### src/ctmu_pkg.sv
// ctmu_pkg: constants, codes and shared types of the complex matrix
// multiply-by-adjoint unit. No dependencies.
package ctmu_pkg;

    localparam int MATRIX_SIZE = 3;
    localparam int NELEM       = MATRIX_SIZE * MATRIX_SIZE;
    localparam int MEM_DEPTH   = 3 * NELEM;
    localparam int ADDR_W      = $clog2(MEM_DEPTH);
    localparam int IDX_W       = 3;
    localparam int DATA_W      = 32;
    localparam int MUL_W       = 33;
    localparam int PROD_W      = 66;
    localparam int ACC_W       = 68;
    localparam int SACC_W      = 100;
    localparam int IN_W        = 104;
    localparam int OUT_W       = 72;

    typedef enum logic [1:0] {
        KIND_LOAD_A,
        KIND_LOAD_B,
        KIND_LOAD_C,
        KIND_COMPUTE
    } kind_t;

    typedef enum logic [1:0] {
        MODE_ADD,
        MODE_SUB,
        MODE_SET,
        MODE_NONE
    } mode_t;

    typedef enum logic [2:0] {
        TAG_NONE,
        TAG_RE_ADD,
        TAG_IM_ADD,
        TAG_IM_SUB,
        TAG_SC_LO,
        TAG_SC_MID,
        TAG_SC_HI
    } tag_t;

    typedef struct packed {
        tag_t                      tag;
        logic                      imag;
        logic signed [MUL_W-1:0]   a;
        logic signed [MUL_W-1:0]   b;
    } mul_req_t;

    typedef struct packed {
        tag_t                      tag;
        logic                      imag;
        logic signed [PROD_W-1:0]  prod;
    } mul_res_t;

    // entry address: matrix select, then row-major element
    function automatic logic [ADDR_W-1:0] elem_addr(input kind_t sel,
                                                    input logic [IDX_W-1:0] r,
                                                    input logic [IDX_W-1:0] c);
        int unsigned t;
        t = int'(sel) * NELEM + int'(r) * MATRIX_SIZE + int'(c);
        return ADDR_W'(t);
    endfunction

endpackage

### src/ctmu_mul.sv
// ctmu_mul: shared registered 33x33 signed multiplier; the request tag
// travels with the product. Depends on ctmu_pkg.
module ctmu_mul (
    input  logic               clk,
    input  logic               rst_n,
    input  ctmu_pkg::mul_req_t req,
    output ctmu_pkg::mul_res_t res
);

    ctmu_pkg::tag_t                         tag_reg;
    logic                                   imag_reg;
    logic signed [ctmu_pkg::PROD_W-1:0]     prod_reg;

    always_ff @(posedge clk or negedge rst_n)
    begin
        if (!rst_n)
        begin
            tag_reg  <= ctmu_pkg::TAG_NONE;
            imag_reg <= 1'b0;
        end
        else
        begin
            tag_reg  <= req.tag;
            imag_reg <= req.imag;
        end
    end

    always_ff @(posedge clk)
    begin
        prod_reg <= req.a * req.b;
    end

    assign res.tag  = tag_reg;
    assign res.imag = imag_reg;
    assign res.prod = prod_reg;

endmodule
### config.mk
export PLATFORM = sky130hd
export DESIGN_NAME = ctmu_mul
export DESIGN_NICKNAME = d
export VERILOG_FILES = /design/src/ctmu_pkg.sv /design/src/ctmu_mul.sv
export SDC_FILE = /design/constraint.sdc
export NUM_CORES = 2
export LEC_CHECK = 0
export BUFFER_PORTS_ARGS = -buffer_cell sky130_fd_sc_hd__buf_4
export CORE_MARGIN = 2
export CORE_UTILIZATION = 65
export DETAILED_ROUTE_END_ITERATION = 8
export HOLD_SLACK_MARGIN = 0.12
export PLACE_DENSITY_LB_ADDON = 0.3
export SYNTH_ARGS = -nofsm -noshare
export SYNTH_HDL_FRONTEND = slang
export SYNTH_SLANG_ARGS = --single-unit
### constraint.sdc
create_clock -name clk -period 0.8 [get_ports clk]
set_input_delay 0.04 -clock clk [delete_from_list [all_inputs] [get_ports clk]]
set_output_delay 0.04 -clock clk [all_outputs]
set_load 0.03 [all_outputs]
# After elaboration in Yosys (flattened, before gate mapping)
# Cells that the tools add are included.
[classes]
n_addsub = 0
mul = 1
n_div = 0
magnitude_cmp = 0
n_eq_ne = 0
n_shift = 0
mux = 0
n_bitwise = 0
n_reduce_logical = 0
[ops]
columns = ["op", "count"]
rows = [
  ["$mul A33 B33 Y66", 1],
]
[word_totals]
regBits = 70
latch_bits = 0
mem_bits_rw = 0
romBits = 0
inputBits = 72
out_inout_bits = 70
word_cells = 4
n_memories = 0

# Depth between registers and ports, before layout
[depth]
ltp_word = 1
depth_mapped = 27

# Worst setup path before layout
# No wires, ideal clock.
[synth_path]
path_kind = "input-to-reg"
startpoint = "input req[65] (netlist name)"
endpoint = "register prod_reg[62] (netlist name)"
setup_time_ps = 79
arrival_time_ps = 7197
t_required_ps = 721
path_slack_ps = -6476
cell_stages = 23
n_path_buf = 2
path_cell_list = "clkbuf_1 nand2_1 inv_1 fa_1 fa_1 fa_1 fa_1 fa_1 fa_1 fa_1 inv_1 fa_1 inv_1 ha_1 clkbuf_1 and3_1 nand3_1 nand2b_1 a2111oi_4 a211oi_4 a21o_2 a21o_1 a211oi_2"
[synth_between]
elab_chain_cells = 1
[synth_lines]
columns = ["element", "line", "rtl"]
rows = [
  ["start: declaration", "ctmu_mul.sv:6", "input ctmu_pkg::mul_req_t req,"],
  ["$mul A33 B33 Y66", "ctmu_mul.sv:30", "prod_reg <= req.a * req.b;"],
  ["end signal: assignment", "ctmu_mul.sv:30", ""],
  ["end: declaration", "ctmu_mul.sv:12", "logic signed [ctmu_pkg::PROD_W-1:0] prod_reg;"],
]
# Every way passes these cells.

# Final worst setup path
[layout_path]
startpoint = "input req[4] (netlist name)"
endpoint = "register prod_reg[31] (netlist name)"
# Same word-level chain as after synthesis.

==> impl_metrics.toml <==
[clock_network]
clockBufferDepth = 2
htree_levels = 3
numCtsBuffers = 9
clk_pin_slew_worst_paths_ns = 0.06
cts_sinks = 70
root_buffer = "clkbuf_16"
cts_tree = "built"

[worst_setup_path]
end_kind = "flip-flop"
worstSetupStartpointType = "input port"
crit_arrival_ns = 7.79
cp_slowest_cell = "fa_1"
path_class = "in -> reg"
crit_fanout = 7
worst_path_largest_cell_delay_ns = 0.80
crit_start = "req[4]"
critPathRequiredTime_ns = 0.98
crit_top_cell = "fa_1"

[finish]
fin_nets = 6299
largest_reg_flops = 66
design_area_mm2 = 0.05111
stdcell_count = 5718
num-fill-cells = 3169
area.growth.synth_to_final_pct = 25.15
drive_above_1_share = 0.2630

[yosys]
synth_edf_count = 0
synth_cell_types = 82
async_flop_share = 0.05714
synth_area_leaders = "fa_1 (56%), inv_1 (10%), and2_1 (8.6%), ha_1 (6.6%), nand2_1 (5.1%)"
synth_top_family_by_area = "adder cells"
synthTopCellsByCount = "fa_1 (1145), inv_1 (1131), and2_1 (562), nand2_1 (551), ha_1 (217)"
synth_top_area_frac = 0.5612
synth-adder-area-share = 0.6277
synth-main-ff-cell = "dfxtp_1"
seq_area_frac_synth = 0.03480
yosys.area.top_type = "fa_1"
synth_simple_gate_area_frac = 0.1574
netlist_area_mm2 = 0.04084
synth.area.mux_share = 0
synthXorXnorAreaFrac = 0.01458
synth_area_per_cell_um2 = 9.404
synth_compound_area_frac = 0.04056
ys_seq_elements = 70
synth_most_common_cell = "fa_1"
synth_warnings = 0
netlist_instances = 4343
synth_nets = 5777

[sta]
fmax_mhz = 131.4
slew_violations = 0
hold_viol_final = 0
maxSlewHeadroom = 0.4969
fin_crit_sh = 9.511
worstMarginPinSlew_ns = 0.7538
min_period_ns = 7.609
setup_viol = 135
worst_slack_ns = -6.809
rsz0062_at_grt = "true"

[global_route]
grt_pass1_wl_um = 213600
grt_overflow_total = 0
grt_antenna_before_repair = 15
grt_usage = 0.4408
grt_max_degree = 26
grt_pass1_vias = 39260

[placement]
port_buffers = 141
placed_cells = 5597
gp_congestion = 0.9953
dp_hpwl_um = 98580
place_area_mm2 = 0.04694
dp_slack_ns = -6.199

[route]
ant_nets = 0
vias = 34570
drcViolationCount = 0
drt-pass1-iter-count = 8
wl_per_cell_um = 25.93
wl_um = 148300
via_per_inst = 6.046
drt_iter0_markers = 3702

[floorplan]
die_x_um = 254.7
io_pins = 142
initial_utilization = 0.6594
core_region_area_mm2 = 0.06194
dieArea_mm2 = 0.06485
die_h_um = 254.7
rows = 91

[worst_hold_path]
hold_class = "in -> async"

[outcome]
status = "finished, violations left"
violations = "negative setup slack"

[run]
cap_violations = 0
[layer usage]
metal | GRT usage | vias up | share of wire
met1 | 0.4604 | 17200 | 0.30
li1 | - | 13400 | -
met2 | 0.7310 | 2752 | 0.46
met3 | 0.1438 | 1197 | 0.13
met4 | 0.3527 | 26 | 0.11
met5 | 0.01429 | - | 0.0061
[through the flow]
step	setup TNS (ns)	utilization	hold WS, ns
after detailed placement	-344.16	0.7578	-0.1626
after CTS	-315.09	0.8191	0.1261
after floorplan	-304.39	-	-0.2556
final	-374.17	0.8252	0.1451
after global placement	-341.02	0.7578	-0.1639
after global routing	-381.16	0.8249	0.1543
[layout by cell type (no fill, tap or decap), types with 6 or more instances in the layout]
cell          n
ha_1        142
buf_16       11
and2_4       63
a211oi_2      6
o21ai_2      11
fa_2         68
buf_8        33
nor2_1       52
nand2_4       9
nand2_2      15
a211o_1       6
inv_2        74
xnor2_1      26
o21ai_0       7
a21oi_1      28
buf_6       174
buf_4       457
clkbuf_16     9
a21oi_4      14
nand4_1      11
nand2b_1      8
o21bai_1      7
o21ai_1      10
nor2_4        7
a21o_1       36
fa_1       1077
nand2_1     527
xnor2_2      14
inv_1      1055
dfxtp_2      61
a21oi_2      19
buf_12       50
nor2_2        9
and2_1      499
nand3_1      19
xor2_1       20
ha_4         75
diode_2      11
[worst max-delay path, delay by kind of cell]
kind,cells,cell delay [ns]
AND/OR/NAND/NOR,3,0.50
XOR/XNOR,1,0.25
AO/OA/AOI/OAI,5,1.07
adder cells (fa/ha/maj),9,4.64
buffers and inverters,10,1.25
[how the worst max path moves through the flow]
stage / endpoint / cells after the start
final: prod_reg[31]$_DFF_P_ / 28
after global routing: prod_reg[64]$_DFF_P_ / 25
after CTS: prod_reg[58]$_DFF_P_ / 25
after detailed placement: prod_reg[63]$_DFF_P_ / 25
after global placement: prod_reg[58]$_DFF_P_ / 25
after floorplan: prod_reg[62]$_DFF_P_ / 22
[cells by family after synthesis]
| kind of cell | count (synthesis) |
|---|---|
| flip-flops | 70 |
| AND/OR/NAND/NOR | 1271 |
| AO/OA/AOI/OAI | 219 |
| adder cells (fa/ha/maj) | 1362 |
| XOR/XNOR | 68 |
| buffers and inverters | 1353 |
[area by class of cell]
cell class,count,area [um2],share of cell area
clock buffer,9,225.2,0.004406
antenna,11,27.53,0.0005386
clock inverter,7,71.32,0.001395
tap,837,1047,0.02049
timing repair buffer,733,7337,0.1435
sequential,70,1516,0.02967
multi-input combinational,2920,36630,0.7167
inverter,1131,4253,0.08321
[timing repair]
| item | 4_1_cts | 5_1_grt |
|---|---|---|
| pin swaps | 251 | 42 |
| setup endpoints to repair | 135 | 138 |
| hold buffers | 6 | 0 |
| setup buffers | 73 | 16 |
| hold endpoints to repair | 8 | 0 |
| gates cloned | 5 | 0 |
| gates resized for setup | 706 | 61 |
Power is left out: the tool's default activity adds up to more than one toggle a clock period on the data nets, which glitch-free logic cannot reach.
